File: src/rtl/core/dfi_pkg.sv
// ----------------------------------------------------------------------------
// dfi_pkg
// Shared types, phase codes and symbol tables for the fixed-Huffman decoder.
// ----------------------------------------------------------------------------
package dfi_pkg;

    localparam int WindowDepth  = 32768;
    localparam int PositionBits = 25;
    localparam int CapBits      = 25;
    localparam logic [CapBits-1:0] CapReset = 25'd65536;

    typedef enum logic [2:0] {
        PH_LITLEN     = 3'd0,
        PH_LEN_EXTRA  = 3'd1,
        PH_DIST       = 3'd2,
        PH_DIST_EXTRA = 3'd3,
        PH_COPY       = 3'd4,
        PH_STOP       = 3'd5
    } t_phase;

    typedef enum logic [1:0] {
        ACT_BIT     = 2'd0,
        ACT_DRAIN   = 2'd1,
        ACT_RESTART = 2'd2,
        ACT_NONE    = 2'd3
    } t_action;

    localparam logic [2:0] ST_RUN       = 3'd0;
    localparam logic [2:0] ST_EOB       = 3'd1;
    localparam logic [2:0] ST_BAD_LIT   = 3'd2;
    localparam logic [2:0] ST_BAD_DIST  = 3'd3;
    localparam logic [2:0] ST_TOO_FAR   = 3'd4;
    localparam logic [2:0] ST_FULL      = 3'd5;

    // history write request from the decoder to the window
    typedef struct packed {
        logic       wr_en;
        logic [7:0] wr_byte;
    } t_hist_req;

    function automatic logic [8:0] len_base(input logic [4:0] idx);
        case (idx)
            5'd0: return 9'd3;    5'd1: return 9'd4;    5'd2: return 9'd5;
            5'd3: return 9'd6;    5'd4: return 9'd7;    5'd5: return 9'd8;
            5'd6: return 9'd9;    5'd7: return 9'd10;   5'd8: return 9'd11;
            5'd9: return 9'd13;   5'd10: return 9'd15;  5'd11: return 9'd17;
            5'd12: return 9'd19;  5'd13: return 9'd23;  5'd14: return 9'd27;
            5'd15: return 9'd31;  5'd16: return 9'd35;  5'd17: return 9'd43;
            5'd18: return 9'd51;  5'd19: return 9'd59;  5'd20: return 9'd67;
            5'd21: return 9'd83;  5'd22: return 9'd99;  5'd23: return 9'd115;
            5'd24: return 9'd131; 5'd25: return 9'd163; 5'd26: return 9'd195;
            5'd27: return 9'd227; 5'd28: return 9'd258;
            default: return 9'd3;
        endcase
    endfunction

    function automatic logic [3:0] len_extra(input logic [4:0] idx);
        if (idx < 5'd8 || idx == 5'd28) return 4'd0;
        return 4'((idx - 5'd4) >> 2);
    endfunction

    function automatic logic [15:0] dist_base(input logic [4:0] code);
        case (code)
            5'd0: return 16'd1;      5'd1: return 16'd2;      5'd2: return 16'd3;
            5'd3: return 16'd4;      5'd4: return 16'd5;      5'd5: return 16'd7;
            5'd6: return 16'd9;      5'd7: return 16'd13;     5'd8: return 16'd17;
            5'd9: return 16'd25;     5'd10: return 16'd33;    5'd11: return 16'd49;
            5'd12: return 16'd65;    5'd13: return 16'd97;    5'd14: return 16'd129;
            5'd15: return 16'd193;   5'd16: return 16'd257;   5'd17: return 16'd385;
            5'd18: return 16'd513;   5'd19: return 16'd769;   5'd20: return 16'd1025;
            5'd21: return 16'd1537;  5'd22: return 16'd2049;  5'd23: return 16'd3073;
            5'd24: return 16'd4097;  5'd25: return 16'd6145;  5'd26: return 16'd8193;
            5'd27: return 16'd12289; 5'd28: return 16'd16385; 5'd29: return 16'd24577;
            default: return 16'd1;
        endcase
    endfunction

    function automatic logic [3:0] dist_extra(input logic [4:0] code);
        if (code < 5'd4) return 4'd0;
        return 4'((code >> 1) - 5'd1);
    endfunction

endpackage

File: src/rtl/core/dfi_decoder.sv
// ----------------------------------------------------------------------------
// dfi_decoder
// Bit-level decode state and copy engine around the history window.
// ----------------------------------------------------------------------------
module dfi_decoder
    import dfi_pkg::*;
#(
    parameter int WINDOW_DEPTH  = WindowDepth,
    parameter int POSITION_BITS = PositionBits
) (
    input  logic                            i_clk,
    input  logic                            i_rst_n,
    input  logic                            i_go,
    input  logic [1:0]                      i_action,
    input  logic                            i_bit,
    input  logic [CapBits-1:0]              i_cap,
    input  logic [7:0]                      i_hist_byte,
    output t_hist_req                       o_hist_req,
    output logic [$clog2(WINDOW_DEPTH)-1:0] o_wr_addr,
    output logic [$clog2(WINDOW_DEPTH)-1:0] o_rd_addr,
    output logic                            o_copy_step,
    output logic [7:0]                      o_lit_byte,
    output logic                            o_out_valid,
    output logic                            o_bit_acc,
    output logic                            o_copy_pending,
    output logic [2:0]                      o_status,
    output logic [24:0]                     o_bytes
);
    localparam int AW = $clog2(WINDOW_DEPTH);

    t_phase                   r_phase, n_phase;
    logic [8:0]               r_shift, n_shift;
    logic [3:0]               r_cnt, n_cnt;
    logic [8:0]               r_sym, n_sym;
    logic [12:0]              r_ext, n_ext;
    logic [3:0]               r_ecnt, n_ecnt;
    logic [8:0]               r_len, n_len;
    logic [15:0]              r_dist, n_dist;
    logic [POSITION_BITS-1:0] r_pos, n_pos;
    logic [2:0]               r_st, n_st;
    logic [AW-1:0]            r_src, n_src;

    logic [8:0]  sh9;
    logic [4:0]  sh5, lidx;
    logic [12:0] ext_or;
    logic [16:0] dsum;
    logic        put, acc;
    logic [7:0]  pbyte;
    logic [3:0]  need;

    // distance one: byte written now is the next byte read
    logic       r_fwd;
    logic [7:0] r_fwd_byte, cur_hist;

    function automatic logic [4:0] lix(input logic [8:0] s);
        logic [8:0] t;
        t = s - 9'd257;
        return (t >= 9'd29) ? 5'(t - 9'd29) : t[4:0];
    endfunction

    always_comb begin
        n_phase = r_phase; n_shift = r_shift; n_cnt = r_cnt; n_sym = r_sym;
        n_ext = r_ext; n_ecnt = r_ecnt; n_len = r_len; n_dist = r_dist;
        n_pos = r_pos; n_st = r_st; n_src = r_src;
        put = 1'b0; acc = 1'b0; pbyte = '0;
        o_copy_step = 1'b0;
        sh9 = {r_shift[7:0], i_bit};
        sh5 = {r_shift[3:0], i_bit};
        ext_or = r_ext | (13'(i_bit) << r_ecnt);
        lidx = '0; need = '0; dsum = '0;
        if (i_action == ACT_RESTART) begin
            n_phase = PH_LITLEN; n_shift = '0; n_cnt = '0; n_sym = '0; n_ext = '0;
            n_ecnt = '0; n_len = '0; n_dist = '0; n_pos = '0; n_st = ST_RUN;
        end else if (i_action != ACT_NONE) begin
            if (r_st == ST_RUN && {{(32-POSITION_BITS){1'b0}}, r_pos} >=
                    {7'd0, i_cap}) begin
                n_st = ST_FULL; n_phase = PH_STOP; n_len = '0;
            end else if (r_st == ST_RUN) begin
                if (i_action == ACT_BIT && r_phase != PH_COPY) begin
                    acc = 1'b1;
                    unique case (r_phase)
                        PH_LITLEN: begin
                            n_shift = sh9; n_cnt = r_cnt + 4'd1;
                            if (n_cnt == 4'd7 && sh9 <= 9'd23) begin
                                n_shift = '0; n_cnt = '0;
                                if (sh9 == 9'd0) begin
                                    n_st = ST_EOB; n_phase = PH_STOP; n_len = '0;
                                end else begin
                                    n_sym = 9'd256 + sh9;
                                end
                            end else if (n_cnt == 4'd8 && sh9 >= 9'd48 &&
                                    sh9 <= 9'd191) begin
                                n_shift = '0; n_cnt = '0; put = 1'b1;
                                pbyte = 8'(sh9 - 9'd48);
                            end else if (n_cnt == 4'd8 && sh9 >= 9'd192 &&
                                    sh9 <= 9'd199) begin
                                n_shift = '0; n_cnt = '0;
                                n_sym = 9'd280 + sh9 - 9'd192;
                                if (n_sym > 9'd285) begin
                                    n_st = ST_BAD_LIT; n_phase = PH_STOP; n_len = '0;
                                end
                            end else if (n_cnt >= 4'd9) begin
                                n_shift = '0; n_cnt = '0;
                                if (sh9 >= 9'd400) begin
                                    put = 1'b1; pbyte = 8'(sh9 - 9'd256);
                                end else begin
                                    n_st = ST_BAD_LIT; n_phase = PH_STOP; n_len = '0;
                                end
                            end
                            // new length symbol
                            if (n_sym != r_sym && n_phase == PH_LITLEN && !put) begin
                                n_ext = '0; n_ecnt = '0;
                                lidx = lix(n_sym);
                                if (len_extra(lidx) == 4'd0) begin
                                    n_len = len_base(lidx); n_phase = PH_DIST;
                                end else begin
                                    n_phase = PH_LEN_EXTRA;
                                end
                            end
                        end
                        PH_LEN_EXTRA: begin
                            n_ext = ext_or; n_ecnt = r_ecnt + 4'd1;
                            lidx = lix(r_sym);
                            if (n_ecnt >= len_extra(lidx)) begin
                                n_len = len_base(lidx) + ext_or[8:0];
                                n_shift = '0; n_cnt = '0; n_phase = PH_DIST;
                            end
                        end
                        PH_DIST: begin
                            n_shift = {4'd0, sh5}; n_cnt = r_cnt + 4'd1;
                            if (n_cnt >= 4'd5) begin
                                n_sym = {4'd0, sh5}; n_shift = '0; n_cnt = '0;
                                n_ext = '0; n_ecnt = '0;
                                if (sh5 >= 5'd30) begin
                                    n_st = ST_BAD_DIST; n_phase = PH_STOP; n_len = '0;
                                end else if (dist_extra(sh5) == 4'd0) begin
                                    dsum = {1'b0, dist_base(sh5)};
                                end else begin
                                    n_phase = PH_DIST_EXTRA;
                                end
                            end
                        end
                        PH_DIST_EXTRA: begin
                            n_ext = ext_or; n_ecnt = r_ecnt + 4'd1;
                            need = dist_extra(r_sym[4:0]);
                            if (n_ecnt >= need) begin
                                dsum = {1'b0, dist_base(r_sym[4:0])} + {4'd0, ext_or};
                            end
                        end
                        default: ;
                    endcase
                    if (dsum != '0) begin
                        n_dist = dsum[15:0];
                        if ({{(32-POSITION_BITS){1'b0}}, r_pos} < 32'(dsum) ||
                                dsum > 17'(WINDOW_DEPTH)) begin
                            n_st = ST_TOO_FAR; n_phase = PH_STOP; n_len = '0;
                        end else begin
                            n_phase = PH_COPY;
                            n_src = AW'(r_pos[AW-1:0] - dsum[AW-1:0]);
                        end
                    end
                end else if (i_action == ACT_DRAIN && r_phase == PH_COPY) begin
                    put = 1'b1; o_copy_step = 1'b1; pbyte = cur_hist;
                    n_src = r_src + AW'(1);
                    if (r_len > 9'd0) n_len = r_len - 9'd1;
                    if (n_len == 9'd0) n_phase = PH_LITLEN;
                end
                if (put) n_pos = r_pos + POSITION_BITS'(1);
                if (n_st == ST_RUN && {{(32-POSITION_BITS){1'b0}}, n_pos} >=
                        {7'd0, i_cap}) begin
                    n_st = ST_FULL; n_phase = PH_STOP; n_len = '0;
                end
            end
        end
    end

    // read address: next source whenever a request is taken, else the current source
    always_comb begin
        if (i_go && o_copy_step) o_rd_addr = n_src;
        else if (i_go) o_rd_addr = n_src;
        else o_rd_addr = r_src;
    end

    assign cur_hist = r_fwd ? r_fwd_byte : i_hist_byte;

    always_ff @(posedge i_clk) begin
        if (!i_rst_n) begin
            r_phase <= PH_LITLEN; r_shift <= '0; r_cnt <= '0; r_sym <= '0;
            r_ext <= '0; r_ecnt <= '0; r_len <= '0; r_dist <= '0; r_pos <= '0;
            r_st <= ST_RUN; r_src <= '0; r_fwd <= 1'b0;
        end else begin
            if (i_go) begin
                r_phase <= n_phase; r_shift <= n_shift; r_cnt <= n_cnt; r_sym <= n_sym;
                r_ext <= n_ext; r_ecnt <= n_ecnt; r_len <= n_len; r_dist <= n_dist;
                r_pos <= n_pos; r_st <= n_st; r_src <= n_src;
            end
            r_fwd <= i_go && put && (n_src == r_pos[AW-1:0]);
        end
        if (i_go) r_fwd_byte <= pbyte;
    end

    assign o_hist_req.wr_en   = i_go && put;
    assign o_hist_req.wr_byte = pbyte;
    assign o_wr_addr          = r_pos[AW-1:0];
    assign o_lit_byte         = (o_copy_step) ? cur_hist : pbyte;
    assign o_out_valid        = put;
    assign o_bit_acc          = acc;
    assign o_copy_pending     = (n_phase == PH_COPY);
    assign o_status           = n_st;
    assign o_bytes            = 25'({{(32-POSITION_BITS){1'b0}}, n_pos});
endmodule

File: config.mk
export PLATFORM = sky130hd
export DESIGN_NAME = dfi_decoder
export DESIGN_NICKNAME = d
export VERILOG_FILES = /design/src/rtl/core/dfi_pkg.sv /design/src/rtl/core/dfi_decoder.sv
export SDC_FILE = /design/constraint.sdc
export NUM_CORES = 1
export LEC_CHECK = 0
export BUFFER_PORTS_ARGS = -buffer_cell sky130_fd_sc_hd__buf_4
export CAP_MARGIN = 40
export CORE_MARGIN = 3
export CORE_UTILIZATION = 55
export DETAILED_ROUTE_END_ITERATION = 10
export GPL_ROUTABILITY_DRIVEN = 1
export PLACE_DENSITY = 0.74
export SLEW_MARGIN = 20
export SYNTH_ARGS = -nofsm -noshare
export SYNTH_HDL_FRONTEND = slang
export SYNTH_SLANG_ARGS = --single-unit
export TNS_END_PERCENT = 30
File: constraint.sdc
create_clock -name i_clk -period 19.26 [get_ports i_clk]
set_clock_uncertainty 0.2 [all_clocks]
set_input_delay 2.889 -clock i_clk [delete_from_list [all_inputs] [get_ports i_clk]]
set_output_delay 2.889 -clock i_clk [all_outputs]
set_load 0.05 [all_outputs]
==> summary.md <==
| Metric | Value |
|---|---|
| Worst skew pair latency | `0.43 ns` |
| First-pass GRT wire length | `82.52 mm` |
| Post-synthesis average cell area | `7.236 µm²` |
| RSZ-0062 raised after global routing | `false` |
| Worst vdd ir | `0.00004918 V` |
| CP Class | `input port to primary output` |
| DP Area | `0.01534 mm²` |
| Die span in x | `167.8 µm` |
| Worst Tran Pin Value | `0.8675 ns` |
| #FFs+latches synth | `117` |
| Sequential share of power | `0.350` |
| Layout cells sized above 1 | `0.1187` |
| Vias/cell | `6.701` |
| Worst relative slew slack | `0.4211` |
| Drt wl/cell | `22.54 µm` |
| Yosys warnings | `0` |
| Cell Int Power | `486.6 µW` |
| # setup viols final | `0` |
| Initial Util | `0.5653` |
| Core area | `0.02547 mm²` |
| Synthesized area | `0.01440 mm²` |
| Worst Path Arrival | `10.22 ns` |
| Commonest non-fill, non-tap cells in the layout | `181 x nand2_1, 165 x nor2_1, 145 x buf_4` |
| DR iter-0 viols | `2,130` |
| EDFF count, synth | `8` |
| Yosys top cell area share | `0.1515` |
| Total CTS buffers | `17` |
| Cts hold-fix bufs | `0` |
| Final setup TNS | `0 ns` |
| Combinational fraction of design power | `0.237` |
| Setup Fix Bufs, Post-CTS | `0` |
| Required time worst endpoint | `16.17 ns` |
| # diodes | `0` |
| GR Overflow Total | `0` |
| Worst hold slack | `0.2879 ns` |
| Switching part of the total | `0.3537` |
| Highest Clock Rate | `0.07515 GHz` |
| Area grow syn2layout | `10.44%` |
| Clock Sinks | `117` |
| Fraction of registers with async set/reset | `0` |
| Clock transition at the registers of the reported paths | `0.06 ns` |
| DIE AREA | `0.02816 mm²` |
| Die Y | `167.8 µm` |
| Area leader, netlist | `dfxtp_1` |
| Final HPWL DP | `40.93 mm` |
| Gr usage total | `0.3643` |
| Period minus WS final | `13.31 ns` |
| Fill cell count | `2,368` |
| Register area share after synthesis | `0.1682` |
| Maximum fanout along the worst path | `16` |
| # DRC | `0` |
| Final core utilization | `0.6243` |
| Clock tree root driver cell | `clkbuf_16` |
| Post-synth top flop | `dfxtp_1` |
| Rows | `58` |
| ANT nets after route | `0` |
| Clock power frac | `0.413` |
| CTS tree | `done` |
| Most common cell after layout, fill and taps aside | `nand2_1` |
| Gp weighted congestion | `1.035` |
| Initial antenna violation count | `1` |
| Worst Setup End Kind | `primary output` |
| Vias | `15,880` |
| Critical path's slowest cell | `a222oi_1` |
| Max-slew violations | `0` |
| Crit start category | `input port` |
| Max clock buf depth | `2` |
| DP Worst Slack | `6.213 ns` |
| Vias in the first global route | `14,640` |
| Synthesized Nets | `2,171` |
| Worst stage delay on the critical path | `0.50 ns` |
| Outcome | `complete, no violations` |
| Mapped Cells | `1,990` |
| Count of cells resized by post-cts repair | `0` |
| Max-cap violations | `0` |
| Htree depth | `4` |
| Largest net degree at the start of global routing | `53` |
| Post-synth cell types | `102` |
| Pleak | `7.045 nW` |
| Port bufs | `117` |
| # IOs | `118` |
| Share of the clock period used by the worst path | `0.6909` |
| Switching pwr | `266.4 µW` |
| First-pass DRT Iterations | `8` |
| Top cells by area, synth | `dfxtp_1 15%, ha_1 12%, nand2_1 4.7%` |
| Fin. Hold Viols | `0` |
| Final nets | `2,207` |
| Final worst setup slack | `5.953 ns` |
| Design Area, Final | `0.01590 mm²` |
| PD cells | `47.35 mW/mm²` |
| WL final | `53.41 mm` |
| Hold Path Class | `register to register` |
-- final cells by class --
cell class	count	area (µm²)	area share
sequential	117	2422	0.1523
tap	330	412.9	0.02597
clock inverter	12	107.6	0.006767
multi-input combinational	1636	11020	0.6931
timing repair buffer	147	1099	0.06908
clock buffer	20	436.7	0.02746
inverter	107	401.6	0.02526
-- critical path, delay by kind of cell --
| family | cells | cell delay (ns) |
|---|---|---|
| buf+inv | 4 | 1.01 |
| simple gates | 12 | 3.28 |
| fa+ha+maj | 2 | 0.48 |
| compound gates | 10 | 2.35 |
| xor+xnor | 1 | 0.18 |
-- stage by stage --
step	power (mW)	cells
final	0.7530	2369
after global routing	0.7750	2369
after CTS	0.7467	2367
after detailed placement	0.4406	2335
after global placement	0.4384	2331
after floorplan	0.3828	1990
-- synthesized netlist by cell type, drive strengths merged (29+ instances only) --
master	instances
a21o	48
a21oi	130
a31oi	29
and2	41
buf	31
clkbuf	99
dfxtp	109
ha	139
inv	106
mux2i	29
nand2	181
nand2b	29
nand3	62
nand4	35
nor2	168
nor2b	53
nor3	68
o21ai	110
xnor2	63
xor2	30
-- power groups by stage --
stage | logic [mW] | clock network [mW] | registers (mW)
detailed placement | 0.173 | 0 | 0.268
global placement | 0.170 | 0 | 0.268
floorplan | 0.124 | 0 | 0.259
CTS | 0.173 | 0.311 | 0.263
global route | 0.190 | 0.320 | 0.264
finish | 0.178 | 0.311 | 0.264
-- logic make-up after synthesis --
logic type               after synthesis  synth area share
AND/OR/NAND/NOR                      781            0.2776
AO/OA/AOI/OAI                        585            0.2795
buffers and inverters                237           0.06760
adder cells (fa/ha/maj)              143            0.1257
flip-flops                           117            0.1682
XOR/XNOR                              93           0.05709
multiplexers                          34           0.02433
-- metal layers --
| layer | vias to the layer above | part of all wire | global-route usage |
|---|---|---|---|
| li1 | 7351 | - | - |
| met1 | 7447 | 0.43 | 0.5170 |
| met2 | 928 | 0.42 | 0.5399 |
| met3 | 149 | 0.12 | 0.08312 |
| met4 | 0 | 0.036 | 0.1334 |
| met5 | - | 0 | 0 |
-- path summary, 6_finish.rpt --
path	endpoint	start	depth (start not counted)	slack, ns
setup / recovery	o_copy_pending	i_bit	29	5.95
hold / removal	r_sym[8]	r_sym[8]	2	0.29
setup reg to reg	r_len[4]	r_shift[0]	27	11.00
hold reg to reg	r_sym[8]	r_sym[8]	2	0.29
No activity file was read; power rests on OpenSTA's default activity.
